<file path="src/rtl/core/gpmm_pkg.sv">
// gpmm_pkg: widths, pipeline beat types and the degree function shared by
// the GF(2) polynomial multiply/reduce pipeline. No dependencies.
`default_nettype none

package gpmm_pkg;

    localparam int POLY_WIDTH = 64;
    localparam int DEG_W      = $clog2(POLY_WIDTH);

    // carry-less multiply: operand b bits consumed per stage
    localparam int MUL_CHUNK  = 16;
    localparam int MUL_STAGES = (POLY_WIDTH + MUL_CHUNK - 1) / MUL_CHUNK;

    // reduction: product bits consumed per stage, MSB first
    localparam int RED_STEPS  = 8;
    localparam int RED_STAGES = (POLY_WIDTH + RED_STEPS - 1) / RED_STEPS;
    localparam int PAD_W      = RED_STAGES * RED_STEPS;

    typedef logic [POLY_WIDTH-1:0] poly_t;
    typedef logic [DEG_W-1:0]      deg_t;

    typedef struct packed {
        logic  valid;
        logic  ovf;
        poly_t a;
        poly_t b;
        poly_t acc;
    } mul_beat_t;

    // u holds the running remainder left-aligned so its top bit is the
    // reduction test bit
    typedef struct packed {
        logic             valid;
        logic             ovf;
        logic [PAD_W-1:0] p;
        poly_t            u;
    } red_beat_t;

    typedef struct packed {
        deg_t  shift;   // POLY_WIDTH-1 - deg(modulus)
        poly_t mn;      // modulus shifted so its top bit sits at POLY_WIDTH-1
        poly_t sel;     // one-hot insert position for the next product bit
    } mod_cfg_t;

    // index of highest set bit, zero for the zero polynomial
    function automatic deg_t poly_degree(input poly_t p);
        deg_t d;
        d = '0;
        for (int i = 1; i < POLY_WIDTH; i++) begin
            if (p[i]) begin
                d = deg_t'(i);
            end
        end
        return d;
    endfunction

endpackage

`default_nettype wire

</file>
<file path="src/rtl/core/gpmm_degree.sv">
// gpmm_degree: entry stage; registers the operands and flags a degree sum
// above POLY_WIDTH-1. Depends on gpmm_pkg.
`default_nettype none

module gpmm_degree (
    input  wire logic                clk,
    input  wire logic                rst_n,
    input  wire logic                accept,
    input  wire gpmm_pkg::poly_t     a,
    input  wire gpmm_pkg::poly_t     b,
    output gpmm_pkg::mul_beat_t      beat_out
);

    gpmm_pkg::mul_beat_t              beat_reg;
    gpmm_pkg::mul_beat_t              beat_next;
    logic [gpmm_pkg::DEG_W:0]         deg_sum;

    always_comb
    begin
        deg_sum = {1'b0, gpmm_pkg::poly_degree(a)} + {1'b0, gpmm_pkg::poly_degree(b)};
        beat_next.valid = accept;
        beat_next.ovf   = deg_sum > (gpmm_pkg::DEG_W + 1)'(gpmm_pkg::POLY_WIDTH - 1);
        beat_next.a     = a;
        beat_next.b     = b;
        beat_next.acc   = '0;
    end

    always_ff @(posedge clk or negedge rst_n)
    begin
        if (!rst_n) begin
            beat_reg.valid <= 1'b0;
        end else begin
            beat_reg <= beat_next;
        end
    end

    assign beat_out = beat_reg;

endmodule

`default_nettype wire

</file>
<file path="config.mk">
export PLATFORM = sky130hd
export DESIGN_NAME = gpmm_degree
export DESIGN_NICKNAME = d
export VERILOG_FILES = /design/src/rtl/core/gpmm_pkg.sv /design/src/rtl/core/gpmm_degree.sv
export SDC_FILE = /design/constraint.sdc
export NUM_CORES = 1
export LEC_CHECK = 0
export CAP_MARGIN = 20
export CORE_AREA = 2 2 126 128
export CTS_CLUSTER_SIZE = 10
export DETAILED_ROUTE_END_ITERATION = 10
export DIE_AREA = 0 0 128 130
export DONT_BUFFER_PORTS = 1
export GPL_ROUTABILITY_DRIVEN = 0
export PLACE_DENSITY_LB_ADDON = 0.12
export RECOVER_POWER = 100
export REMOVE_ABC_BUFFERS = 1
export SYNTH_ARGS = -nofsm -noshare
export SYNTH_HDL_FRONTEND = slang
export SYNTH_SLANG_ARGS = --single-unit
</file>
<file path="constraint.sdc">
create_clock -name clk -period 0.8 [get_ports clk]
set_input_delay 0.16 -clock clk [delete_from_list [all_inputs] [get_ports clk]]
set_output_delay 0.16 -clock clk [all_outputs]
set_load 0.005 [all_outputs]
</file>
==> impl_results.md <==
- Design area: between 0.008 and 0.009 mm^2
- RSZ-0062 raised after global routing: true
- H-tree levels: 4
- Slew at the pin closest to its max-slew limit: between 0.5 and 0.6 ns
- Max-cap violations: 0
- # setup viols final: about 130
- Layout cells sized above 1: 13.52%
- Total power: roughly 17 mW
- Yosys top cell by area: edfxtp_1
- TritonRoute pass-1 iters: 5
- Static leakage: slightly above 3 nW
- Comb pwr share: 6.4%
- Max reg flops: 130
- Number of remaining DRC errors: 0
- Tot GR Track Use: a little under a fifth
- Worst endpoint required time: around 0.97 ns
- Initial DRC Count: ~370
- Number of global-route vias before repair: approximately 4.5k
- Fmax: approximately 0.44 GHz
- Nets@finish: 812
- Final ANT Viol Nets: 0
- Initial antenna violation count: 0
- Routed len/inst: ~19 um
- CP peak stage delay: 0.51 ns
- Failing checks: negative hold slack, negative setup slack
- Pre-CTS WS: -2.149 ns
- Slowest stage cell on the critical path: or4_4
- Synth top area cells: edfxtp_1 (64%), buf_4 (8.0%), nor4_1 (3.3%), nor2_1 (3.1%), o21ai_0 (1.7%)
- TritonCTS clock tree: yes
- Final Hold Vio Count: 29
- Antenna cells: 0
- Worst hold slack: -0.4752 ns
- CP Capture Type: flop
- Setup Total Neg Slack: -25.10 ns
- Main flop type after synthesis: edfxtp_1
- Dpl hpwl: between 10000 and 15000 um
- Flip-flop and latch count after synthesis: between 100 and 150
- CP Max Fanout: 5
- Hold WC Path Type: input port to async pin
- DRT Wirelength: around 16000 um
- Yosys warning count: 0
- Placed instance area: about 0.0064 mm^2
- Post-Syn Area: 0.006023 mm^2
- CORE AREA: roughly 0.015 mm^2
- Total Die Area: between 0.015 and 0.02 mm^2
- # rows: 46
- DIE WIDTH: 128 um
- Cell breakdown of the critical path: or4_4, or4_4, a21oi_2, o21a_1, o21ai_2, fa_2, a21o_1, a21oi_2, nor2b_1, o21ai_1, nand2b_1
- Ys async rst share: less than 1%
- Vias post-DR: around 4.5k
- Initial core utilization: about 39%
- Area growth, synth to finish: 38.45%
- Post-synth EDFFs: about 130
- CTS Hold Buffers Added: between 100 and 150
- Postcts setup bufs: 0
- Maximum vdd drop: 0.001346 V
- Worst setup SP type: input port
- Final worst path period share: 281.5%
- CTS clk-pin slew, worst paths: 0.06 ns
- Final slew viol count: 0
- Die Height: approximately 130 um
- Sequential Power Share: roughly 48%
- CTS Buf Count: 17
- Slew HR: roughly 66%
- Largest net degree at the start of global routing: between 100 and 150
- Clk sinks: 130
- Netlist cell types: 40
- Non-Filler Instances: 880
- Sequential-to-total area share from yosys stat: between 60 and 70%
- Tmin final: between 2 and 2.5 ns
- Sw Ratio: roughly a fifth
- Worst EP arrival: ~2.4 ns
- Avg Inst Size Synth: between 10 and 15 um^2
- Core Util, Final: between 50% and 60%
- Int Power: approximately 14 mW
- CTS Root Cell: clkbuf_16
- I/O pin total: 325
- Cell count after placement: 719
- Area share of the largest cell type after synthesis: between 60 and 70%
- Crit Path Class: input port to flop
- First-pass GRT wire length: ~24000 um
- Power per cell area: between 2000 and 2500 mW/mm^2
- Port bufs: 0
- Mapped Cells: about 480
- Max Buffers Root-to-Sink: 2
- P_sw: 3.697 mW
- Clock network fraction of design power: between 40% and 50%
- Min setup slack post-route: -1.452 ns
- Vias/cell: 5.116
- Total gr overflow: 0
- Outcome: finished, violations left
## critical path: cells and delay by family
kind	cells	cell delay (ns)
and+or+nand+nor	4	1.14
AOI/OAI and AO/OA	6	0.79
adders and majority gates	1	0.36
## area by class of cell
class	count	area, um^2
clock inverters	13	160.2
inverters	25	93.84
clock buffers	19	432.9
fillers	1320	7086
well taps	192	240.2
multi-input cells	325	1869
repair buffers	176	1644
flip-flops and latches	130	3899
## power by group through the flow
stage | combinational, mW | sequential (mW) | clock, mW
2_1_floorplan | 0.368 | 8.44 | 0
3_3_place_gp | 0.539 | 8.56 | 0
3_5_place_dp | 0.542 | 8.56 | 0
4_1_cts | 1.08 | 8.43 | 7.93
5_1_grt | 1.22 | 8.46 | 8.21
6_report | 1.11 | 8.41 | 7.87
## layout by cell type, fill, tap and decap left out, drive strengths merged, types with 2 or more instances in the layout
cell / synthesis / routed
a2111oi: 7 / 7
nor2b: 7 / 7
buf: 64 / 47
clkinvlp: 0 / 3
nor4: 32 / 32
ha: 5 / 5
nand2: 19 / 19
or3: 4 / 4
nand3: 10 / 10
a221oi: 2 / 2
dlygate4sd3: 0 / 129
inv: 25 / 27
a21oi: 15 / 15
a21o: 3 / 3
clkbuf: 0 / 19
o31ai: 8 / 8
nor2: 49 / 49
nand4: 2 / 2
edfxtp: 129 / 129
or4: 11 / 11
nor3: 15 / 15
o21bai: 7 / 7
nor3b: 3 / 3
clkinv: 0 / 5
a31oi: 4 / 4
o21ai: 21 / 21
bufinv: 0 / 3
o211ai: 7 / 7
a211oi: 11 / 11
conb: 1 / 64
nand2b: 8 / 8
## cell families (layout without fill, tap and decap cells)
family,count (synthesis),count (layout),share of synthesized area (%)
AO/OA/AOI/OAI,94,94,10.59
adder cells (fa/ha/maj),6,6,1.371
buffers and inverters,89,233,9.535
flip-flops,130,130,64.73
other,1,64,0.06226
AND/OR/NAND/NOR,161,161,13.71
## cells in the mapped netlist (2+ instances only)
cell / n
or3_1: 4
o31ai_1: 8
ha_1: 5
nor2b_1: 7
nor4_1: 32
nor3b_1: 3
o21ai_0: 20
nand4_1: 2
a2111oi_0: 6
a21o_1: 3
a211oi_1: 11
nand2b_1: 8
nor3_1: 15
nor2_1: 49
inv_1: 25
o21bai_1: 7
nand3_1: 10
edfxtp_1: 129
o211ai_1: 7
buf_4: 64
nand2_1: 19
a21oi_1: 15
a221oi_1: 2
or4_1: 11
a31oi_1: 4
## routing by layer
| layer | vias up | wire (um) | GRT usage (%) | share of wire, % |
|---|---|---|---|---|
| met5 | - | 0 | 0 | 0 |
| met4 | 0 | 259 | 7.886 | 1.6 |
| met3 | 17 | 1238 | 5.945 | 7.5 |
| met2 | 218 | 8328 | 32.24 | 51 |
| met1 | 2145 | 6586 | 22.70 | 40 |
| li1 | 2122 | - | - | - |
## what timing repair did
item | 4_1_cts | 5_1_grt
pin swaps | 2 | 5
hold endpoints to repair | 259 | 130
endpoints found under the setup margin | 131 | 131
gates resized for setup | 14 | 8
## worst max-delay path by stage
stage | from | to | slack [ns] | depth (start not counted)
6_report | a[34] | beat_out[192]$_DFFE_PP_ | -1.45 | 11
5_1_grt | a[34] | beat_out[192]$_DFFE_PP_ | -1.54 | 11
4_1_cts | a[34] | beat_out[192]$_DFFE_PP_ | -1.46 | 11
3_5_place_dp | a[7] | beat_out[192]$_DFFE_PP_ | -2.15 | 12
3_3_place_gp | a[7] | beat_out[192]$_DFFE_PP_ | -2.10 | 12
2_1_floorplan | a[48] | beat_out[192]$_DFFE_PP_ | -1.81 | 12
Power figures use the tool's default switching activity.
