[src/rtl/core/gpmm_pkg.sv]
// gpmm_pkg: widths, pipeline beat types and the degree function shared by
// the GF(2) polynomial multiply/reduce pipeline. No dependencies.
`default_nettype none

package gpmm_pkg;

    localparam int POLY_WIDTH = 64;
    localparam int DEG_W      = $clog2(POLY_WIDTH);

    // carry-less multiply: operand b bits consumed per stage
    localparam int MUL_CHUNK  = 16;
    localparam int MUL_STAGES = (POLY_WIDTH + MUL_CHUNK - 1) / MUL_CHUNK;

    // reduction: product bits consumed per stage, MSB first
    localparam int RED_STEPS  = 8;
    localparam int RED_STAGES = (POLY_WIDTH + RED_STEPS - 1) / RED_STEPS;
    localparam int PAD_W      = RED_STAGES * RED_STEPS;

    typedef logic [POLY_WIDTH-1:0] poly_t;
    typedef logic [DEG_W-1:0]      deg_t;

    typedef struct packed {
        logic  valid;
        logic  ovf;
        poly_t a;
        poly_t b;
        poly_t acc;
    } mul_beat_t;

    // u holds the running remainder left-aligned so its top bit is the
    // reduction test bit
    typedef struct packed {
        logic             valid;
        logic             ovf;
        logic [PAD_W-1:0] p;
        poly_t            u;
    } red_beat_t;

    typedef struct packed {
        deg_t  shift;   // POLY_WIDTH-1 - deg(modulus)
        poly_t mn;      // modulus shifted so its top bit sits at POLY_WIDTH-1
        poly_t sel;     // one-hot insert position for the next product bit
    } mod_cfg_t;

    // index of highest set bit, zero for the zero polynomial
    function automatic deg_t poly_degree(input poly_t p);
        deg_t d;
        d = '0;
        for (int i = 1; i < POLY_WIDTH; i++) begin
            if (p[i]) begin
                d = deg_t'(i);
            end
        end
        return d;
    endfunction

endpackage

`default_nettype wire

[src/rtl/core/gpmm_modulus.sv]
// gpmm_modulus: modulus register and the aligned modulus values derived from
// it through a registered degree and zero flag. Depends on gpmm_pkg.
`default_nettype none

module gpmm_modulus (
    input  wire logic              clk,
    input  wire logic              rst_n,
    input  wire logic              we,
    input  wire gpmm_pkg::poly_t   wdata,
    output gpmm_pkg::mod_cfg_t     cfg
);

    gpmm_pkg::poly_t      modulus_reg;
    gpmm_pkg::deg_t       deg_reg;
    gpmm_pkg::deg_t       deg_next;
    logic                 zero_reg;
    logic                 zero_next;
    gpmm_pkg::mod_cfg_t   cfg_reg;
    gpmm_pkg::mod_cfg_t   cfg_next;
    gpmm_pkg::deg_t       shift;

    always_comb
    begin
        deg_next  = gpmm_pkg::poly_degree(modulus_reg);
        zero_next = (modulus_reg == '0);
        shift     = gpmm_pkg::deg_t'(gpmm_pkg::POLY_WIDTH - 1) - deg_reg;
        if (zero_reg) begin
            // no reduction: never xor, insert at bit 0 so the product passes through
            cfg_next.shift = '0;
            cfg_next.mn    = '0;
            cfg_next.sel   = gpmm_pkg::poly_t'(1);
        end else begin
            cfg_next.shift = shift;
            cfg_next.mn    = modulus_reg << shift;
            cfg_next.sel   = gpmm_pkg::poly_t'(1) << shift;
        end
    end

    always_ff @(posedge clk or negedge rst_n)
    begin
        if (!rst_n) begin
            modulus_reg   <= '0;
            deg_reg       <= '0;
            zero_reg      <= 1'b1;
            cfg_reg.shift <= '0;
            cfg_reg.mn    <= '0;
            cfg_reg.sel   <= gpmm_pkg::poly_t'(1);
        end else begin
            if (we) begin
                modulus_reg <= wdata;
            end
            deg_reg  <= deg_next;
            zero_reg <= zero_next;
            cfg_reg  <= cfg_next;
        end
    end

    assign cfg = cfg_reg;

endmodule

`default_nettype wire

[config.mk]
export PLATFORM = sky130hd
export DESIGN_NAME = gpmm_modulus
export DESIGN_NICKNAME = d
export VERILOG_FILES = /design/src/rtl/core/gpmm_pkg.sv /design/src/rtl/core/gpmm_modulus.sv
export SDC_FILE = /design/constraint.sdc
export NUM_CORES = 1
export LEC_CHECK = 0
export BUFFER_PORTS_ARGS = -buffer_cell sky130_fd_sc_hd__buf_2
export CORE_ASPECT_RATIO = 1.75
export CORE_MARGIN = 2
export CORE_UTILIZATION = 45
export DETAILED_ROUTE_END_ITERATION = 7
export PLACE_DENSITY = 0.69
export SYNTH_ARGS = -nofsm -noshare
export SYNTH_HDL_FRONTEND = slang
export SYNTH_SLANG_ARGS = --single-unit
export TNS_END_PERCENT = 10
[constraint.sdc]
create_clock -name clk -period 2.3 [get_ports clk]
set_input_delay 0.46 -clock clk [delete_from_list [all_inputs] [get_ports clk]]
set_output_delay 0.46 -clock clk [all_outputs]
set_load 0.05 [all_outputs]
==> summary by stage <==
Outcome
The flow ran to the end, but the final reports show violations. The checks that failed: setup timing.

GRT
The first global-routing pass estimated between 50000 and 60000 microns of wire. The initial antenna violation count is 0. The maximum number of pins on one net before global-route repair is a little under 80. The global route total overflow is 0. The via count of the first global-routing pass is about 10k. The overall track demand over capacity in global routing is roughly 28%.

Timing
After layout, the worst setup slack is -0.0482 ns. The worst pin sits at a relative slew slack of a little under a quarter. The final critical path time including I/O delays and setup is between 2 and 2.5 ns. The slew of the pin with the lowest slew margin is around 1.2 ns. The part of the cycle the worst path needs is 102%. The final-report max-slew violation count is 0. The total count of hold-check failures in the final report was 0. The achievable clock frequency is ~430 MHz.

Setup repair after global routing could not meet its margin everywhere. The final worst clock skew is ~0.014 ns. Setup violations remaining at the end of the flow were counted as 6.

Routing
The number of optimization iterations in the first detailed-route pass is 6. The number of antenna-violating nets in the routed design is 0. The post-route DRC violation count is 0. In the final routed layout, each cell accounts on average for ~22 microns. Wires add up to 36200 microns.

The total number of vias is between 9k and 10k. The first-iteration detailed-routing DRC count is ~740. The routed via count divided by cell count is a little under 6.

Critical path
The biggest fanout along the worst timing path is 7. The launching element type of the critical path is a flip-flop. For the worst setup path, the data required time is around 2.7 ns.

The critical path in this run is classified as reg2reg. STA classifies the critical path endpoint as a flip-flop. Data arrives at the worst endpoint at between 2 and 3 ns.

Synth
Sequential cells were found to cover 47.1% of the synthesized design area. In the synthesized netlist the async set-or-reset flop fraction comes to 100%. The number of nets produced by synthesis is 1111. In this run, synthesis produced a sequential element count of between 200 and 250. Dividing the synthesized area by the synthesized cell count gives 10.4 sq um. The predominant post-synthesis flop cell is sky130_fd_sc_hd__dfrtp_1. For this run, the number of Yosys warnings is 0. The post-synth design cell area is 0.0109 sq mm. The gate count of the mapped netlist is around 1.0k. The count of flip-flops with a built-in enable after synthesis is 0. The post-synthesis cell type count is 64.

Placed design
The post-placement cell area is approximately 0.013 sq mm. In this run the tool buffered the top-level ports with 200 buffer cells. The routability-driven placement congestion ratio is between 0.9 and 1. After legalization and detailed placement, the total HPWL measured 27100 microns.

Clock tree
No sink is reached through more buffers than the 3 on the longest clock path. CTS built an H-tree with a depth of 1. The clock tree from TritonCTS is built. The root buffer cell chosen for the clock tree is sky130_fd_sc_hd__clkbuf_16.

The clock drives 205 sinks. The clock transition at the register clock pins on the worst setup and hold paths after CTS is about 0.07 ns. The clock insertion delay at the later pin of the skew report is 0.52 ns. Counting the buffers created by CTS gives 19.

Finish
The final-stage net count is between 1k and 1.5k. The area growth from synthesis to layout is 31.3%. The ratio of cells with drive above 1 in the final layout is 42.3%. The repair_antennas step left the layout with diodes totalling 0. The share of the core filled with cells is 59.8%.

After routing the design area is approximately 0.014 sq mm. The number of flip-flops under the largest register name is 134. The top cell types in the final layout, fill and taps aside, are sky130_fd_sc_hd__dfrtp_1, sky130_fd_sc_hd__buf_2, sky130_fd_sc_hd__buf_4, sky130_fd_sc_hd__nor2_1, sky130_fd_sc_hd__mux2_2.

The commonest non-fill, non-tap cell in the layout is sky130_fd_sc_hd__dfrtp_1.

Floorplan
The die covers 0.0255 sq mm. The overall die width is 122 microns. Once the floorplan was initialized, standard cells occupied between 40% and 50% of the core. The total I/O pin count is between 200 and 250. The number of placement rows is 75. The die is ~210 microns tall. After floorplanning, the core was sized to cover ~0.024 sq mm.

Power and ir drop
The worst-case IR drop observed on VDD is between 0.6 and 0.7 mV. Summed over all cells, the static leakage comes to approximately 6.8 nW. The power density over the cells is between 800 and 900 mW/mm^2. Overall power consumption after layout is estimated at 12.8 mW.

Worst hold path
The class of the most critical hold timing path is in2reg.

Flow run
Max-cap violations in this run came to 0.
## critical path, cell delays in order, from the launching register on
cell	delay, ns
sky130_fd_sc_hd__dfrtp_4	0.49
sky130_fd_sc_hd__buf_8	0.15
sky130_fd_sc_hd__mux4_2	0.53
sky130_fd_sc_hd__mux2i_1	0.19
sky130_fd_sc_hd__buf_4	0.16
sky130_fd_sc_hd__nor2_1	0.07
sky130_fd_sc_hd__buf_4	0.15
sky130_fd_sc_hd__a22oi_1	0.32
sky130_fd_sc_hd__o21ai_1	0.16
## synthesized netlist by cell type, drive strengths merged (2+ instances only)
cell type  instances  area share, %
dfrtp            203             47
a221o              6           0.55
mux4              19            4.1
o22ai             35            2.0
o311ai             3           0.24
a221oi            21            1.7
nor3              17           0.78
a31o               2           0.16
a211o              2           0.16
or2                3           0.17
a21o               3           0.21
o21a               2           0.14
and3               3           0.17
a22oi             19            1.4
a2bb2oi            2           0.16
nor4              20            1.1
nor2b             11           0.63
or3                2           0.11
dfstp              2           0.48
buf               40            2.1
o31ai              4           0.28
a211oi             7           0.48
a2111oi            3           0.24
nand4              3           0.17
mux2             104             11
nand2             75            2.6
nor2             151            5.2
or4                4           0.28
inv               17           0.59
o221ai            19            1.5
o211ai             6           0.41
and2               6           0.34
nand2b             7           0.40
o211a              2           0.18
mux2i             61            5.6
a21oi             21            1.1
clkbuf            44            1.5
a21boi             2           0.14
o21ai             54            2.5
o2bb2ai            5           0.40
o22a              10           0.80
nand3             12           0.55
clkinv             2          0.069
## repair_timing
action / in CTS / in global routing
setup endpoints to repair: 34 / 39
hold buffers: 1 / 0
setup buffers: 4 / 2
pin swaps: 3 / 6
gates cloned: 0 / 1
gates resized for setup: 27 / 33
endpoints found under the hold margin: 48 / 0
## metal layers
metal / global-route usage, % / vias up / wire [microns]
met2: 51.2 / 435 / 19400
met4: 15.1 / 0 / 2040
met5: 0 / - / 0
li1: - / 4472 / -
met3: 3.37 / 124 / 1800
met1: 31.3 / 4829 / 13000
## area by class of cell
class | instances | area, sq um
well taps | 308 | 385
repair buffers | 375 | 2540
clock inverters | 10 | 145
flip-flops and latches | 205 | 5140
fillers | 2019 | 9630
inverters | 19 | 71.3
multi-input cells | 736 | 5520
clock buffers | 23 | 500
## report_power, final
| group | total [mW] | internal, mW | switching (mW) |
|---|---|---|---|
| registers | 4.36 | 4.05 | 0.317 |
| clock network | 3.34 | 1.91 | 1.43 |
| logic | 5.12 | 1.99 | 3.13 |
| total | 12.8 | 7.95 | 4.88 |
## path summary, 6_finish.rpt
check	slack (ns)	to	start	cells past startpoint
max in group asynchronous	1.15	deg_reg[0]	rst_n	3
max	-0.05	cfg[101]	deg_reg[0]	8
min reg2reg	0.56	cfg[129]	zero_reg	1
min in group asynchronous	0.47	modulus_reg[3]	rst_n	2
max reg2reg	-0.05	cfg[101]	deg_reg[0]	8
min	0.15	modulus_reg[38]	wdata[38]	3
## through the flow
stage	worst slack, ns	std cells	hold WS, ns	TNS, ns
after global placement	-0.429	1635	0.462	-3.52
after floorplan	0.175	1044	0.164	0
final	-0.0482	1676	0.153	-0.158
after CTS	-0.0592	1673	0.148	-0.251
after global routing	-0.0815	1676	0.162	-0.783
after detailed placement	-0.365	1635	0.462	-3.41
## kinds of logic (layout without fill, tap and decap cells)
logic type | after synthesis | in the layout | synth area share (%)
compound gates | 237 | 237 | 15.4
simple gates | 315 | 315 | 12.7
buf+inv | 103 | 427 | 4.26
mux | 184 | 184 | 20.5
flops | 205 | 205 | 47.1
Power figures use the tool's default switching activity.
