--- config.mk ---
export PLATFORM = sky130hd
export DESIGN_NAME = gpmm_reduce_stage
export DESIGN_NICKNAME = d
export VERILOG_FILES = /design/src/rtl/core/gpmm_pkg.sv /design/src/rtl/core/gpmm_reduce_stage.sv
export SDC_FILE = /design/constraint.sdc
export NUM_CORES = 1
export LEC_CHECK = 0
export BUFFER_PORTS_ARGS = -buffer_cell sky130_fd_sc_hd__buf_4
export CAP_MARGIN = 10
export CORE_ASPECT_RATIO = 0.8
export CORE_MARGIN = 2
export CORE_UTILIZATION = 40
export CTS_CLUSTER_DIAMETER = 200
export DETAILED_ROUTE_END_ITERATION = 10
export SLEW_MARGIN = 20
export SYNTH_ARGS = -nofsm -noshare
export SYNTH_HDL_FRONTEND = slang
export SYNTH_SLANG_ARGS = --single-unit
--- constraint.sdc ---
create_clock -name clk -period 0.8 [get_ports clk]
set_input_delay 0.04 -clock clk [delete_from_list [all_inputs] [get_ports clk]]
set_output_delay 0.04 -clock clk [all_outputs]
set_load 0.1 [all_outputs]
--- src/rtl/core/gpmm_pkg.sv ---
// gpmm_pkg: widths, pipeline beat types and the degree function shared by
// the GF(2) polynomial multiply/reduce pipeline. No dependencies.
`default_nettype none

package gpmm_pkg;

    localparam int POLY_WIDTH = 64;
    localparam int DEG_W      = $clog2(POLY_WIDTH);

    // carry-less multiply: operand b bits consumed per stage
    localparam int MUL_CHUNK  = 16;
    localparam int MUL_STAGES = (POLY_WIDTH + MUL_CHUNK - 1) / MUL_CHUNK;

    // reduction: product bits consumed per stage, MSB first
    localparam int RED_STEPS  = 8;
    localparam int RED_STAGES = (POLY_WIDTH + RED_STEPS - 1) / RED_STEPS;
    localparam int PAD_W      = RED_STAGES * RED_STEPS;

    typedef logic [POLY_WIDTH-1:0] poly_t;
    typedef logic [DEG_W-1:0]      deg_t;

    typedef struct packed {
        logic  valid;
        logic  ovf;
        poly_t a;
        poly_t b;
        poly_t acc;
    } mul_beat_t;

    // u holds the running remainder left-aligned so its top bit is the
    // reduction test bit
    typedef struct packed {
        logic             valid;
        logic             ovf;
        logic [PAD_W-1:0] p;
        poly_t            u;
    } red_beat_t;

    typedef struct packed {
        deg_t  shift;   // POLY_WIDTH-1 - deg(modulus)
        poly_t mn;      // modulus shifted so its top bit sits at POLY_WIDTH-1
        poly_t sel;     // one-hot insert position for the next product bit
    } mod_cfg_t;

    // index of highest set bit, zero for the zero polynomial
    function automatic deg_t poly_degree(input poly_t p);
        deg_t d;
        d = '0;
        for (int i = 1; i < POLY_WIDTH; i++) begin
            if (p[i]) begin
                d = deg_t'(i);
            end
        end
        return d;
    endfunction

endpackage

`default_nettype wire

--- src/rtl/core/gpmm_reduce_stage.sv ---
// gpmm_reduce_stage: one register stage of the shift-and-xor remainder;
// shifts RED_STEPS product bits into the aligned remainder. Depends on gpmm_pkg.
`default_nettype none

module gpmm_reduce_stage (
    input  wire logic                clk,
    input  wire logic                rst_n,
    input  wire gpmm_pkg::mod_cfg_t  cfg,
    input  wire gpmm_pkg::red_beat_t beat_in,
    output gpmm_pkg::red_beat_t      beat_out
);

    gpmm_pkg::red_beat_t              beat_reg;
    gpmm_pkg::red_beat_t              beat_next;
    logic [gpmm_pkg::PAD_W-1:0]       p;
    gpmm_pkg::poly_t                  u;

    always_comb
    begin
        beat_next = beat_in;
        p         = beat_in.p;
        u         = beat_in.u;
        for (int k = 0; k < gpmm_pkg::RED_STEPS; k++) begin
            u = (u << 1) ^ (p[gpmm_pkg::PAD_W-1] ? cfg.sel : '0);
            if (u[gpmm_pkg::POLY_WIDTH-1]) begin
                u = u ^ cfg.mn;
            end
            p = p << 1;
        end
        beat_next.p = p;
        beat_next.u = u;
    end

    always_ff @(posedge clk or negedge rst_n)
    begin
        if (!rst_n) begin
            beat_reg.valid <= 1'b0;
        end else begin
            beat_reg <= beat_next;
        end
    end

    assign beat_out = beat_reg;

endmodule

`default_nettype wire

==> results of run 1 <==
-- layout make-up --
type                    instances  area (um2)  share of cell area
repair buffers                641        5940               0.239
multi-input cells            2081       13900               0.560
clock inverters                15         166             0.00669
diodes                          1        2.50            0.000101
well taps                     603         754              0.0303
inverters                       2        7.51            0.000302
clock buffers                  17         425              0.0171
flip-flops and latches        122        3660               0.147
-- layer usage --
layer / wire [um] / up-vias / share of wire / global-route usage
met4: 1010 / 0 / 0.018 / 0.0567
met2: 26500 / 544 / 0.47 / 0.389
met1: 26100 / 7687 / 0.46 / 0.320
met3: 3290 / 45 / 0.058 / 0.0394
li1: - / 8215 / - / -
met5: 0 / - / 0 / 0
-- worst max-delay path, stage by stage --
cell and delay [ns]:
buf_8 0.11, and3b_2 0.20, buf_6 0.12, o21ai_4 0.17
xor2_4 0.24, nand2_1 0.09, xnor3_1 0.40, xnor2_2 0.23
xnor2_2 0.15, xnor2_1 0.10, or3_1 0.30, mux2_4 0.29
a21o_4 0.32, clkbuf_16 0.24, a21boi_2 0.16, xnor2_1 0.08
-- cell usage in the layout, fill, tap and decap left out, types with 3 or more instances in the layout --
cell type	synthesis	routed
nand2_1	944	941
xnor2_1	800	797
buf_4	18	417
xor2_1	181	181
buf_6	0	124
edfxtp_1	121	121
dlygate4sd3_1	0	60
a21boi_2	0	49
buf_12	0	21
clkbuf_16	0	20
a21boi_4	0	12
buf_8	0	10
o21ai_0	13	9
conb_1	1	8
xnor2_2	4	7
o21ai_1	4	5
nor2_1	5	5
clkinvlp_4	0	5
buf_16	0	5
xor2_4	0	4
inv_6	0	4
nor3b_1	3	3
a21oi_1	6	3
nand3_1	3	3
xnor2_4	3	3
-- path summary, 6_finish.rpt --
kind | from | cells after the start | slack (ns) | endpoint
worst min-delay path | cfg[0] | 3 | 0.05 | beat_out[0]
worst max-delay path | beat_in[127] | 16 | -2.28 | beat_out[11]
min in group asynchronous | rst_n | 3 | 0.31 | beat_out[129]
max in group asynchronous | rst_n | 3 | 0.33 | beat_out[129]
-- per-stage QoR --
stage / setup TNS [ns] / total power, mW / std cells / setup WS, ns / utilization
2_1_floorplan: -176.38 / 92.3 / 2456 / -2.50 / -
3_3_place_gp: -169.68 / 107 / 3364 / -2.68 / 0.507
3_5_place_dp: -174.05 / 108 / 3364 / -2.74 / 0.507
4_1_cts: -180.38 / 124 / 3475 / -2.24 / 0.553
5_1_grt: -195.28 / 135 / 3482 / -2.43 / 0.559
6_report: -179.62 / 127 / 3482 / -2.28 / 0.559
-- cells by family after synthesis --
family                    after synthesis  share of synthesized area
xor gates and xnor gates              997                      0.493
AOI/OAI and AO/OA                      99                     0.0397
buffers and inverters                 253                     0.0576
other                                   1                   0.000207
muxes                                   4                    0.00249
DFF                                   122                      0.202
and+or+nand+nor                       973                      0.205
-- power groups by stage --
| stage | registers [mW] | logic, mW | clock network [mW] |
|---|---|---|---|
| after floorplan | 28.3 | 64.0 | 0 |
| after global placement | 14.4 | 92.3 | 0 |
| after detailed placement | 14.4 | 94.0 | 0 |
| after CTS | 14.7 | 101 | 8.07 |
| after global routing | 14.8 | 111 | 8.32 |
| final | 14.7 | 104 | 7.85 |
-- what timing repair did --
action                                  CTS  global route
setup buffers                            15             3
pin swaps                                26            37
gates resized for setup                 160            32
endpoints found under the setup margin  186           205
gates cloned                              4             3
endpoints found under the hold margin    62             3
hold buffers                             60             1
==> flow_metrics.tcl, run 1 <==
set metrics [dict create \
    drv_cap 0 \
    layout.nets 3131 \
    synthTopCellsByCount "nand2_1, xnor2_1, clkbuf_1" \
    seqPwrFrac 0.116 \
    power_density_nw_per_um2 5100 \
    peakVddDrop_uv 4740 \
    die_w_um 242 \
    coreArea_um2 44500 \
    n_fill_cell 4061 \
    yosysMostFrequentCell "nand2_1" \
    worst_slack_ns -2.28 \
    place.gp.congestion 0.863 \
    max_clock_freq_mhz 325 \
    avgSynthCellArea_um2 7.39 \
    htreeDepth 4 \
    port_buffers 380 \
    dieArea_um2 47000 \
    dr.pass1.iters 5 \
    endpoint_kind "register" \
    cp_max_fo 13 \
    ctsLongestPathBuffers 2 \
    p_clk_frac 0.062 \
    drt_iter0_drc 1111 \
    cts_inserted_buffers 17 \
    clkTransAtPathRegs_ns 0.07 \
    yosys_warnings 0 \
    grt_start_max_net_pins 40 \
    drive_gt1_frac 0.250 \
    wl_per_cell_um 16.3 \
    syn-cell-area_um2 18100 \
    start_util 0.406 \
    drc 0 \
    switching_share 0.479 \
    p_int_mw 66.2 \
    ant_nets 0 \
    routed_wl_um 56900 \
    post-route-cell-area_um2 24900 \
    finalSetupViolations 205 \
    required_ns 0.99 \
    worstSetupPathType "in2reg" \
    outcome "finished, violations left" \
    largest_reg_flops 122 \
    place_area_um2 22600 \
    grt_pass1_wl_um 88900 \
    pin_count 396 \
    synth_area_leaders "xnor2_1, edfxtp_1, nand2_1" \
    final_hold_viol_count 0 \
    synth_cell_type_count 49 \
    syn2layout_area_growth_pct 37.6 \
    min_path_type "in2reg" \
    grt_overflow 0 \
    postSynthCellCount 2449 \
    cts_tree "built" \
    grt_pass1_vias 15978 \
    period_share 3.85 \
    hpwl_um 42300 \
    yosysSeqAreaShare 0.202 \
    p_leak_nw 9.93 \
    hold_slack_ns 0.0527 \
    synth_edf_count 121 \
    die_h_um 194 \
    finalMaxSlewViolations 0 \
    yosysTopAreaCellShare 0.387 \
    fin_crit_ns 3.08 \
    arrival_ns 3.27 \
    synth_ff_type "edfxtp_1" \
    combPwrFrac 0.823 \
    route.vias.total 16491 \
    p_sw_mw 60.8 \
    grt_use_total 0.236 \
    clock_sinks 122 \
    antenna_found_initial 1 \
    failed_checks "negative setup slack" \
    cts_root_buf "clkbuf_16" \
    rsz0062_at_grt "yes" \
    startpoint_type "primary input" \
    synth_top_cell_by_area "xnor2_1" \
    ys_ff_latch 122 \
    rows 69 \
    async_reset_ff_frac 0.00820 \
    viasPerCell 4.74 \
]
No activity file was read; power rests on OpenSTA's default activity.
==> run 2: changes to the inputs <==
==> constraint.sdc (replaced) <==
create_clock -name clk -period 3.88 [get_ports clk]
set_input_delay 0.194 -clock clk [delete_from_list [all_inputs] [get_ports clk]]
set_output_delay 0.194 -clock clk [all_outputs]
set_load 0.1 [all_outputs]
==> flow_metrics.tcl, run 2 (synthesis results as in run 1) <==
set metrics [dict create \
    outcome "complete, no violations" \
    rows 69 \
    clkTransAtPathRegs_ns 0.06 \
    setup_tns_ns 0 \
    cp_max_fo 32 \
    cts_inserted_buffers 17 \
    relSlewSlack 0.537 \
    syn2layout_area_growth_pct 23.3 \
    place.gp.congestion 0.866 \
    n_fill_cell 4305 \
    multiInputGateArea_um2 13500 \
    fin_crit_ns 3.37 \
    finalMaxSlewViolations 0 \
    layout_commonest_cell "nand2_1" \
    hpwl_um 39700 \
    final_hold_viol_count 0 \
    coreArea_um2 44500 \
    drt_iter0_drc 1033 \
    peakVddDrop_uv 1250 \
    viasPerCell 4.79 \
    power_density_nw_per_um2 1020 \
    layout.nets 2975 \
    ant_nets 0 \
    die_h_um 194 \
    hp-start "cfg[93]" \
    port_buffers 380 \
    seq_area_um2 3660 \
    max_clock_freq_mhz 296 \
    grt_start_max_net_pins 56 \
    clock_sinks 122 \
    pin_count 396 \
    grt_pass1_vias 15423 \
    grt_use_total 0.220 \
    startpoint_type "primary input" \
    cts_root_buf "clkbuf_16" \
    route.vias.total 15915 \
    wl_per_cell_um 15.8 \
    htreeDepth 4 \
    most-common-layout-cells "nand2_1, xnor2_1, buf_4" \
    required_ns 4.08 \
    worstSetupPathType "in2reg" \
    ctsLongestPathBuffers 2 \
    endpoint_kind "register" \
    largest_reg_flops 122 \
    finalSetupViolations 0 \
    arrival_ns 3.57 \
    start_util 0.406 \
    drive_gt1_frac 0.177 \
    n_antenna_cell 0 \
    drv_cap 0 \
    rsz0062_at_grt "no" \
    antenna_found_initial 1 \
    min_path_type "in2reg" \
    worst_pin_slew_ns 0.695 \
    die_w_um 242 \
    startpoint "beat_in[127]" \
    routed_wl_um 52400 \
    dieArea_um2 47000 \
    grt_pass1_wl_um 84500 \
    period_share 0.870 \
    grt_overflow 0 \
    p_leak_nw 8.73 \
    drc 0 \
    dr.pass1.iters 5 \
    worst_slack_ns 0.505 \
    dpl_worst_slack_ns 0.0788 \
    cts_tree "built" \
]
-- run 2: layout make-up --
class / count / area share
multi-input cells: 2081 / 0.603
repair buffers: 485 / 0.175
flip-flops and latches: 122 / 0.164
well taps: 603 / 0.0338
clock buffers: 17 / 0.0191
clock inverters: 14 / 0.00454
inverters: 2 / 0.000337
-- run 2: per-stage QoR --
step	utilization	instance area (um2)	power (mW)	hold slack, ns	cells
6_report	0.501	22300	22.7	0.239	3324
5_1_grt	0.501	22300	24.3	0.239	3324
4_1_cts	0.501	22300	22.9	0.226	3324
3_5_place_dp	0.476	21200	21.3	0.305	3234
3_3_place_gp	0.476	21200	21.0	0.304	3234
2_1_floorplan	-	18100	18.2	-0.102	2456
-- run 2: power breakdown --
| part | switching, mW | internal [mW] | leakage, nW | total, mW |
|---|---|---|---|---|
| Sequential | 0.170 | 2.74 | 1.20 | 2.91 |
| Clock | 0.667 | 0.811 | 0.259 | 1.48 |
| Combinational | 10.3 | 8.03 | 7.27 | 18.4 |
-- run 2: worst paths after layout --
| check | endpoint | slack (ns) | depth (start not counted) |
|---|---|---|---|
| setup / recovery | beat_out[16] | 0.51 | 16 |
| hold / removal | beat_out[29] | 0.24 | 3 |
| max in group asynchronous | beat_out[129] | 3.12 | 2 |
| min in group asynchronous | beat_out[129] | 0.38 | 2 |
-- run 2: layer usage --
layer	vias up	GRT usage	share of wire
met3	52	0.0343	0.061
met2	554	0.366	0.46
met4	2	0.0615	0.018
met5	-	0	0.00025
li1	7888	-	-
met1	7419	0.296	0.46
-- run 2: worst max-delay path: stages --
cell	delay [ns]
buf_4	0.16
and3b_1	0.20
or2_2	0.33
mux2i_1	0.13
o22a_2	0.28
xnor2_4	0.33
xor2_2	0.25
o21ai_0	0.15
nor3_1	0.44
nor3b_1	0.10
buf_4	0.17
xor2_4	0.20
buf_12	0.21
nand2_1	0.10
xnor2_1	0.19
xnor2_1	0.11
-- run 2: timing repair --
action | in CTS | in global routing
hold endpoints to repair | 59 | 0
hold buffers | 59 | 0
setup buffers | 0 | 0
resized for setup | 0 | 0
