## config.mk

```make
export PLATFORM = sky130hd
export DESIGN_NAME = gpmm_clmul_stage
export DESIGN_NICKNAME = d
export VERILOG_FILES = /design/src/rtl/core/gpmm_pkg.sv /design/src/rtl/core/gpmm_clmul_stage.sv
export SDC_FILE = /design/constraint.sdc
export NUM_CORES = 1
export LEC_CHECK = 0
export CORE_MARGIN = 5
export CORE_UTILIZATION = 35
export CTS_CLUSTER_SIZE = 30
export DETAILED_ROUTE_END_ITERATION = 16
export DONT_BUFFER_PORTS = 1
export MAX_ROUTING_LAYER = met4
export PLACE_DENSITY = 0.5
export SYNTH_ARGS = -nofsm -noshare
export SYNTH_HDL_FRONTEND = slang
export SYNTH_SLANG_ARGS = --single-unit
```

## constraint.sdc

```tcl
create_clock -name clk -period 0.8 [get_ports clk]
set_clock_uncertainty 0.05 [all_clocks]
set_input_delay 0.04 -clock clk [delete_from_list [all_inputs] [get_ports clk]]
set_output_delay 0.04 -clock clk [all_outputs]
set_load 0.05 [all_outputs]
```

## src/rtl/core/gpmm_pkg.sv

```systemverilog
// gpmm_pkg: widths, pipeline beat types and the degree function shared by
// the GF(2) polynomial multiply/reduce pipeline. No dependencies.
`default_nettype none

package gpmm_pkg;

    localparam int POLY_WIDTH = 64;
    localparam int DEG_W      = $clog2(POLY_WIDTH);

    // carry-less multiply: operand b bits consumed per stage
    localparam int MUL_CHUNK  = 16;
    localparam int MUL_STAGES = (POLY_WIDTH + MUL_CHUNK - 1) / MUL_CHUNK;

    // reduction: product bits consumed per stage, MSB first
    localparam int RED_STEPS  = 8;
    localparam int RED_STAGES = (POLY_WIDTH + RED_STEPS - 1) / RED_STEPS;
    localparam int PAD_W      = RED_STAGES * RED_STEPS;

    typedef logic [POLY_WIDTH-1:0] poly_t;
    typedef logic [DEG_W-1:0]      deg_t;

    typedef struct packed {
        logic  valid;
        logic  ovf;
        poly_t a;
        poly_t b;
        poly_t acc;
    } mul_beat_t;

    // u holds the running remainder left-aligned so its top bit is the
    // reduction test bit
    typedef struct packed {
        logic             valid;
        logic             ovf;
        logic [PAD_W-1:0] p;
        poly_t            u;
    } red_beat_t;

    typedef struct packed {
        deg_t  shift;   // POLY_WIDTH-1 - deg(modulus)
        poly_t mn;      // modulus shifted so its top bit sits at POLY_WIDTH-1
        poly_t sel;     // one-hot insert position for the next product bit
    } mod_cfg_t;

    // index of highest set bit, zero for the zero polynomial
    function automatic deg_t poly_degree(input poly_t p);
        deg_t d;
        d = '0;
        for (int i = 1; i < POLY_WIDTH; i++) begin
            if (p[i]) begin
                d = deg_t'(i);
            end
        end
        return d;
    endfunction

endpackage

`default_nettype wire

```

## src/rtl/core/gpmm_clmul_stage.sv

```systemverilog
// gpmm_clmul_stage: one register stage of the carry-less multiply; folds
// MUL_CHUNK bits of operand b into the accumulator. Depends on gpmm_pkg.
`default_nettype none

module gpmm_clmul_stage (
    input  wire logic                clk,
    input  wire logic                rst_n,
    input  wire gpmm_pkg::mul_beat_t beat_in,
    output gpmm_pkg::mul_beat_t      beat_out
);

    gpmm_pkg::mul_beat_t              beat_reg;
    gpmm_pkg::mul_beat_t              beat_next;
    gpmm_pkg::poly_t                  acc;
    logic [gpmm_pkg::MUL_CHUNK-1:0]   b_low;

    always_comb
    begin
        beat_next = beat_in;
        acc       = beat_in.acc;
        b_low     = gpmm_pkg::MUL_CHUNK'(beat_in.b);
        for (int j = 0; j < gpmm_pkg::MUL_CHUNK; j++) begin
            if (b_low[j]) begin
                acc = acc ^ (beat_in.a << j);
            end
        end
        beat_next.acc = acc;
        // a is pre-shifted left to keep the weight of the next chunk of b, which is shifted down to bit 0
        beat_next.a   = beat_in.a << gpmm_pkg::MUL_CHUNK;
        beat_next.b   = beat_in.b >> gpmm_pkg::MUL_CHUNK;
    end

    always_ff @(posedge clk or negedge rst_n)
    begin
        if (!rst_n) begin
            beat_reg.valid <= 1'b0;
        end else begin
            beat_reg <= beat_next;
        end
    end

    assign beat_out = beat_reg;

endmodule

`default_nettype wire

```

==> impl_metrics.tcl, run 1 <==
set metrics [dict create \
    grt_overflow 0 \
    netlist_instances 2161 \
    cts_buffers 17 \
    p_leak_uw 0.009908 \
    place.gp.congestion 0.8070 \
    vdd_drop_max_uv 1661 \
    maxCapViolations 0 \
    nFillCells 4557 \
    async_reset_ff_share_pct 0.6173 \
    violations "negative hold slack, negative setup slack" \
    die_h_um 235.1 \
    synthToLayoutAreaGrowth_pct 37.91 \
    finalSetupViolCount 207 \
    drv_slew 0 \
    synth_area_leaders "xnor2_1 (31%), edfxtp_1 (27%), nand2_1 (19%)" \
    die-area_um2 55260 \
    start_util_pct 35.34 \
    final_cells 2970 \
    via_count 14480 \
    core_um2 50170 \
    critPathBufInv 1 \
    slowest_delay_ps 500 \
    synth_common_cells "nand2_1 (904), xnor2_1 (623), xor2_1 (183)" \
    path_cells "buf_12" \
    synth_edf_count 161 \
    synth.most_common_cell "nand2_1" \
    cts_max_level 4 \
    holdWs_ps -723.5 \
    drive_above_1_share_pct 21.90 \
    final_cell_area_um2 24450 \
    tritoncts "yes" \
    grt_pass1_wl_um 94600 \
    grt_antenna_before_repair 1 \
    ys_warn_count 0 \
    startpoint_type "register" \
    finalPower_uw 51490 \
    startpoint "beat_out[32]" \
    setup_ws_ps -485.7 \
    clkTransAtPathRegs_ps 80 \
    routed_via_density 4.877 \
    port_buffers 0 \
    syn_area_um2 17730 \
    fin_nets 2480 \
    grt_pass1_vias 14390 \
    final_antenna_net_count 0 \
    status "finished with violations" \
    ys_seq_area_share_pct 27.41 \
    synth_ff_type "edfxtp_1" \
    wire_per_inst_um 21.56 \
    hold_viol 100 \
    yosysTopAreaCell "xnor2_1" \
    finalCritPeriodShare_pct 160.7 \
    ys_ff_latch 162 \
    die_x_um 235.1 \
    fin_crit_ps 1286 \
    synth_cell_types 12 \
    cp_data_required_time_ps 710 \
    placed_cells 2791 \
    drt_iter0_markers 1065 \
    netlist.area_leader.share_pct 30.78 \
    critical_path.top_delay_family "flip-flops" \
    clock-sinks 162 \
    rows 82 \
    drt_first_pass_iters 5 \
    worstMarginPinSlew_ps 878.9 \
    powerDensity_nw_per_um2 2106 \
    grt_start_max_net_pins 163 \
    postSynthAreaPerCell_um2 8.204 \
    hp-class "in -> async" \
    cts_buffer_depth 2 \
    crit_end "beat_out[32]" \
    critPathKind "reg -> out" \
    clock-root-buffer "clkbuf_16" \
    dp_hpwl_um 36370 \
    critPathArrivalTime_ps 1200 \
    max_freq_mhz 777.8 \
    grtUsageTotal_pct 22.86 \
    tns_ps -64970 \
    relSlewSlack_pct 41.40 \
    placed_cell_area_um2 20920 \
    end_kind "output port" \
    postCtsSetupRepairBufs 0 \
    largest_register_ffs 162 \
    slowest_stage "edfxtp_1" \
    crit_fanout 1 \
    ioPinCount 390 \
    final-seq-area_um2 4860 \
    drcViolationCount 0 \
    wirelength_um 64030 \
    multi_input_area_um2 13370 \
    path_depth 1 \
    rsz0062_at_grt "true" \
]
[final cells by class]
type	instances	area share, %
multi-input cells	1791	54.68
flip-flops and latches	162	19.88
repair buffers	312	19.42
well taps	672	3.439
clock buffers	17	1.740
clock inverters	15	0.8341
diodes	1	0.01023
[power by group]
part           switching (uW)  internal (uW)
Sequential               1710          12200
Clock                    4650           4290
Combinational           13400          15300
Total                   19700          31800
[repair_timing]
action	4_1_cts	5_1_grt
hold buffers	113	33
pin swaps	8	195
setup endpoints to repair	164	223
resized for setup	3	336
endpoints found under the hold margin	322	249
[worst min path at each step]
stage | start | end | slack, ps | depth (start not counted)
finish | rst_n | beat_out[193] | -720 | 0
global route | rst_n | beat_out[193] | -830 | 0
CTS | rst_n | beat_out[193] | -840 | 0
detailed placement | rst_n | beat_out[193] | -280 | 0
global placement | rst_n | beat_out[193] | -280 | 0
floorplan | rst_n | beat_out[193] | -310 | 0
[cells in the final DEF, fill, tap and decap left out]
| cell type | synthesis | routed |
|---|---|---|
| nand2_1 | 904 | 720 |
| xnor2_1 | 623 | 536 |
| buf_12 | 0 | 162 |
| edfxtp_1 | 161 | 161 |
| xor2_1 | 183 | 160 |
| nand2_2 | 0 | 132 |
| dlygate4sd3_1 | 0 | 107 |
| xnor2_2 | 0 | 81 |
| xnor3_1 | 49 | 49 |
| nand2_4 | 0 | 43 |
| conb_1 | 1 | 32 |
| xor2_2 | 0 | 23 |
| dlymetal6s4s_1 | 0 | 23 |
| clkbuf_16 | 0 | 17 |
| clkbuf_2 | 29 | 11 |
| nand2_8 | 0 | 9 |
| clkinv_8 | 0 | 7 |
| xnor2_4 | 0 | 6 |
| dlymetal6s2s_1 | 0 | 5 |
| buf_4 | 64 | 4 |
| clkinv_4 | 0 | 2 |
| inv_8 | 0 | 2 |
| inv_6 | 0 | 2 |
| inv_12 | 0 | 2 |
| diode_2 | 0 | 1 |
| dfrtp_1 | 1 | 1 |
[logic make-up after synthesis]
logic type / synth area share (%)
buf+inv: 7.389
simple gates: 19.14
flops: 27.41
other cells: 0.02115
xor+xnor: 46.04
[layer usage]
layer  track usage, %  vias up  wire, um
met3            5.019       71      4801
met2            37.12      653     31230
met4            6.795        0      1338
met1            28.77     7078     26660
met5                -        -         0
li1                 -     6682         -
[stage by stage]
stage          util, %  setup slack [ps]
4_1_cts          45.22            -534.1
3_3_place_gp     41.69            -633.6
2_1_floorplan        -            -652.8
5_1_grt          48.74            -532.4
3_5_place_dp     41.69            -666.2
6_report         48.74            -485.7
No activity file was read; power rests on OpenSTA's default activity.
==> run 2, diff against run 1 <==
==> constraint.sdc (replaced) <==
create_clock -name clk -period 0.8 [get_ports clk]
set_clock_uncertainty 0.05 [all_clocks]
set_input_delay 0.04 -clock clk [delete_from_list [all_inputs] [get_ports clk]]
set_output_delay 0.04 -clock clk [all_outputs]
set_load 0.02 [all_outputs]
==> run 2 against run 1 <==
  * The flow still finishes with violations (negative hold slack, negative setup slack)
  * Hold slack got worse by 31 ps
  * Sequential cell count stayed put
  * Via count is 4.4% lower
  * Combinational power fell by 47%
  * Count of clock-buffer cells in the layout did not move
  * Non-clock buffer count down 172
  * Cell count shrank 5.8%
  * Clock power up 0.8%
  * Setup slack better by 79 ps
  * Sequential power up 13%
  * First-iteration DRC count down 4.3%
  * Critical path type is now in -> reg
  * Critical endpoint is now beat_out[24]
==> impl_metrics.tcl, run 2 (same netlist as run 1, synthesis figures left out) <==
set metrics [dict create \
    status "finished with violations" \
    hp-class "in -> async" \
    die-area_um2 55260 \
    post-route-util_pct 44.41 \
    critPathArrivalTime_ps 1410 \
    ioPinCount 390 \
    finalSetupViolCount 215 \
    postCtsSetupRepairBufs 0 \
    drt_first_pass_iters 5 \
    largest_register_ffs 162 \
    slowest_stage "dlygate4sd3_1" \
    grt_pass1_vias 13570 \
    synthToLayoutAreaGrowth_pct 25.66 \
    layout_commonest_cell "nand2_1" \
    finalPower_uw 39870 \
    violations "negative hold slack, negative setup slack" \
    final_antenna_net_count 0 \
    setup_ws_ps -406.3 \
    startpoint_type "input pin" \
    fin_crit_ps 1206 \
    cp_data_required_time_ps 1010 \
    final_cell_mix "nand2_1 (677), xnor2_1 (464), edfxtp_1 (161), xnor2_2 (149), nand2_2 (149)" \
    drive_above_1_share_pct 22.07 \
    drcViolationCount 0 \
    die_h_um 235.1 \
    place_worst_setup_slack_ps -597.0 \
    crit_fanout 16 \
    fin_nets 2308 \
    critPathKind "in -> reg" \
    grt_antenna_before_repair 1 \
    antenna_cells 0 \
    wire_per_inst_um 22.59 \
    grt_overflow 0 \
    core_um2 50170 \
    start_util_pct 35.34 \
    powerDensity_nw_per_um2 1789 \
    maxCapViolations 0 \
    wirelength_um 63170 \
    die_x_um 235.1 \
    drt_iter0_markers 1019 \
    drv_slew 0 \
    cts_buffer_depth 2 \
    max_freq_mhz 829.0 \
    vdd_drop_max_uv 1847 \
    path_cells "dlygate4sd3_1 > nand2_1 > xnor2_1 > xnor3_1" \
    port_buffers 0 \
    p_leak_uw 0.008853 \
    rows 82 \
    cts_max_level 4 \
    routed_via_density 4.950 \
    clkTransAtPathRegs_ps 100 \
    grt_pass1_wl_um 91240 \
    clock-sinks 162 \
    holdWs_ps -754.6 \
    clock-root-buffer "clkbuf_16" \
    hold_viol 213 \
    rsz0062_at_grt "true" \
    dp_hpwl_um 34570 \
    grtUsageTotal_pct 22.07 \
    slowest_delay_ps 690 \
    grt_start_max_net_pins 163 \
    via_count 13840 \
    finalCritPeriodShare_pct 150.8 \
    cts_buffers 17 \
    end_kind "register" \
    tritoncts "yes" \
    place.gp.congestion 0.7727 \
]
-- run 2: changes by cell type in the layout (fill, tap and decap cells not counted), moves of 4 or more --
cell / change
buf_12: -162
xnor2_1: -72
xnor2_2: +68
nand2_1: -43
xor2_1: -20
xor2_2: +19
nand2_8: +18
nand2_2: +17
clkbuf_2: -9
nand2_4: +8
dlymetal6s4s_1: -6
xnor2_4: +4
-- run 2: layout make-up --
cell class / count / area, um2
clock buffer: 17 / 425.4
clock inverter: 15 / 203.9
fill: 4775 / 27890
multi-input combinational: 1791 / 14510
sequential: 162 / 4861
tap: 672 / 840.8
timing repair buffer: 140 / 1436
-- run 2: where the power goes --
group	internal [uW]	switching, uW	leakage [uW]
sequential	12200	3470	0.00159
clock	4310	4700	0.000304
combinational	9130	6020	0.00696
-- run 2: per-stage QoR --
stage               instances  area, um2  hold slack, ps  setup TNS (ps)
finish                   2797      22280          -754.6          -48330
global route             2797      22280          -818.0          -54860
CTS                      2765      19390          -825.0          -62220
global placement         2629      17670          -276.1          -26190
detailed placement       2629      17670          -274.8          -26830
floorplan                2192      19370          -305.6          -37570
-- run 2: per-layer routing --
layer,share of wire [%],global-route usage [%]
met1,42,28.26
met5,0,-
met4,2.0,5.256
met3,6.5,4.491
met2,50,36.16
-- run 2: repair_timing --
| action | in CTS | in global routing |
|---|---|---|
| hold buffers | 104 | 32 |
| endpoints found under the hold margin | 322 | 248 |
| gates resized for setup | 9 | 489 |
| pin swaps | 12 | 238 |
| endpoints found under the setup margin | 169 | 220 |
-- run 2: worst max-delay path: cells and delay by family --
kind,cells,cell delay [ps]
buffers and inverters,1,690
XOR/XNOR,2,560
AND/OR/NAND/NOR,1,110
-- run 2: worst paths after layout --
check	startpoint	endpoint	slack, ps	cells past startpoint
min in group clk	rst_n	beat_out[179]	-380	0
min	rst_n	beat_out[193]	-750	0
max	beat_in[138]	beat_out[24]	-410	4
max in group asynchronous	rst_n	beat_out[193]	1260	0
==> run 3, diff against run 2 <==
--- a/config.mk
+++ b/config.mk
@@ -5,7 +5,7 @@
 export SDC_FILE = /design/constraint.sdc
 export NUM_CORES = 1
 export LEC_CHECK = 0
-export CORE_MARGIN = 5
+export CORE_ASPECT_RATIO = 1.5
 export CORE_UTILIZATION = 35
 export CTS_CLUSTER_SIZE = 30
 export DETAILED_ROUTE_END_ITERATION = 16
==> run 3 against run 2 <==
  * The flow still finishes with violations (negative hold slack, negative setup slack)
  * Die area down 6.7%
  * Clock power about the same
  * Critical path depth down 4
  * Design area up 0.67%
  * Count of clock-buffer cells in the layout unchanged
  * First-iteration DRC count down 12%
  * Maximum frequency up 9.5%
  * Cell count down 0.89%
  * Wire length down 3.3%
  * Via count down 0.14%
  * Combinational power about the same
  * Sequential power about the same
  * Critical path type is now reg -> out
  * Critical endpoint is now beat_out[42]
  * Largest cell class unchanged
  * Highest routed layer unchanged
==> impl_metrics.tcl, run 3 (same netlist as run 1, synthesis figures left out) <==
set metrics [dict create \
    clock-root-buffer "clkbuf_16" \
    finalSetupViolCount 211 \
    rsz0062_at_grt "true" \
    tritoncts "yes" \
    postCtsSetupRepairBufs 0 \
    finalCritPeriodShare_pct 137.7 \
    die-area_um2 51580 \
    grt_pass1_vias 13780 \
    status "finished with violations" \
    core_um2 49800 \
    routed_via_density 4.987 \
    fin_nets 2292 \
    critPathArrivalTime_ps 1010 \
    drcViolationCount 0 \
    violations "negative hold slack, negative setup slack" \
    cts_buffers 17 \
    drt_first_pass_iters 5 \
    critPathKind "reg -> out" \
    grt_overflow 0 \
    setup_ws_ps -301.5 \
    die_x_um 185.8 \
    final_cells 2772 \
    placed_cells 2627 \
    drive_above_1_share_pct 24.56 \
    port_buffers 0 \
    synthToLayoutAreaGrowth_pct 26.50 \
    dp_hpwl_um 33330 \
    grt_pass1_wl_um 88280 \
    maxCapViolations 0 \
    drv_slew 0 \
    grtUsageTotal_pct 23.69 \
    holdWs_ps -699.9 \
    hold_viol 213 \
    rows 100 \
    placed_cell_area_um2 17720 \
    via_count 13820 \
    post-route-util_pct 45.04 \
    largest_register_ffs 162 \
    startpoint_type "register" \
    clock-sinks 162 \
    wirelength_um 61110 \
    ioPinCount 390 \
    p_leak_uw 0.008772 \
    fin_crit_ps 1101 \
    wire_per_inst_um 22.04 \
    drt_iter0_markers 900 \
    clkTransAtPathRegs_ps 90 \
    vdd_drop_max_uv 1554 \
    cts_buffer_depth 2 \
    final_cell_mix "nand2_1 (623), xnor2_1 (478), nand2_2 (165), edfxtp_1 (161), xor2_1 (135)" \
    cts_max_level 4 \
    final_cell_area_um2 22430 \
    die_h_um 277.7 \
    antenna_cells 0 \
    max_freq_mhz 907.9 \
    start_util_pct 35.60 \
    crit_fanout 1 \
    finalPower_uw 39920 \
    cp_data_required_time_ps 710 \
    grt_start_max_net_pins 163 \
    end_kind "output port" \
    grt_antenna_before_repair 0 \
    hp-class "in -> async" \
    layout_commonest_cell "nand2_1" \
    place.gp.congestion 0.7889 \
    final_antenna_net_count 0 \
    powerDensity_nw_per_um2 1780 \
]
[run 3: final timing paths]
check / start / end / depth (start not counted)
worst max-delay path: beat_out[42] / beat_out[42] / 0
worst min-delay path: rst_n / beat_out[193] / 0
max in group asynchronous: rst_n / beat_out[193] / 0
min in group clk: rst_n / beat_out[163] / 0
[run 3: what timing repair did]
action | CTS | global route
pin swaps | 117 | 265
hold buffers | 109 | 4
setup endpoints to repair | 195 | 219
hold endpoints to repair | 318 | 212
resized for setup | 96 | 472
[run 3: power by group]
part	switching (uW)	internal (uW)
clock network	4800	4210
registers	3340	12200
logic	6080	9270
total	14200	25700
[run 3: cell type report]
cell class | count | area, um2
sequential | 162 | 4861
tap | 663 | 829.5
fill | 4805 | 27370
timing repair buffer | 124 | 1241
clock buffer | 17 | 425.4
clock inverter | 15 | 161.4
multi-input combinational | 1791 | 14910
[run 3: routing by layer]
layer / routed length, um / up-vias / global-route usage [%]
li1: - / 6274 / -
met1: 23640 / 6860 / 27.53
met2: 32030 / 583 / 40.85
met3: 3769 / 107 / 3.755
met4: 1665 / 0 / 8.029
met5: 0 / - / -
[run 3: stage by stage]
stage	TNS (ps)	worst slack (ps)
2_1_floorplan	-37570	-652.8
3_3_place_gp	-26990	-634.4
3_5_place_dp	-27670	-646.5
4_1_cts	-46580	-323.0
5_1_grt	-47580	-327.1
6_report	-43590	-301.5
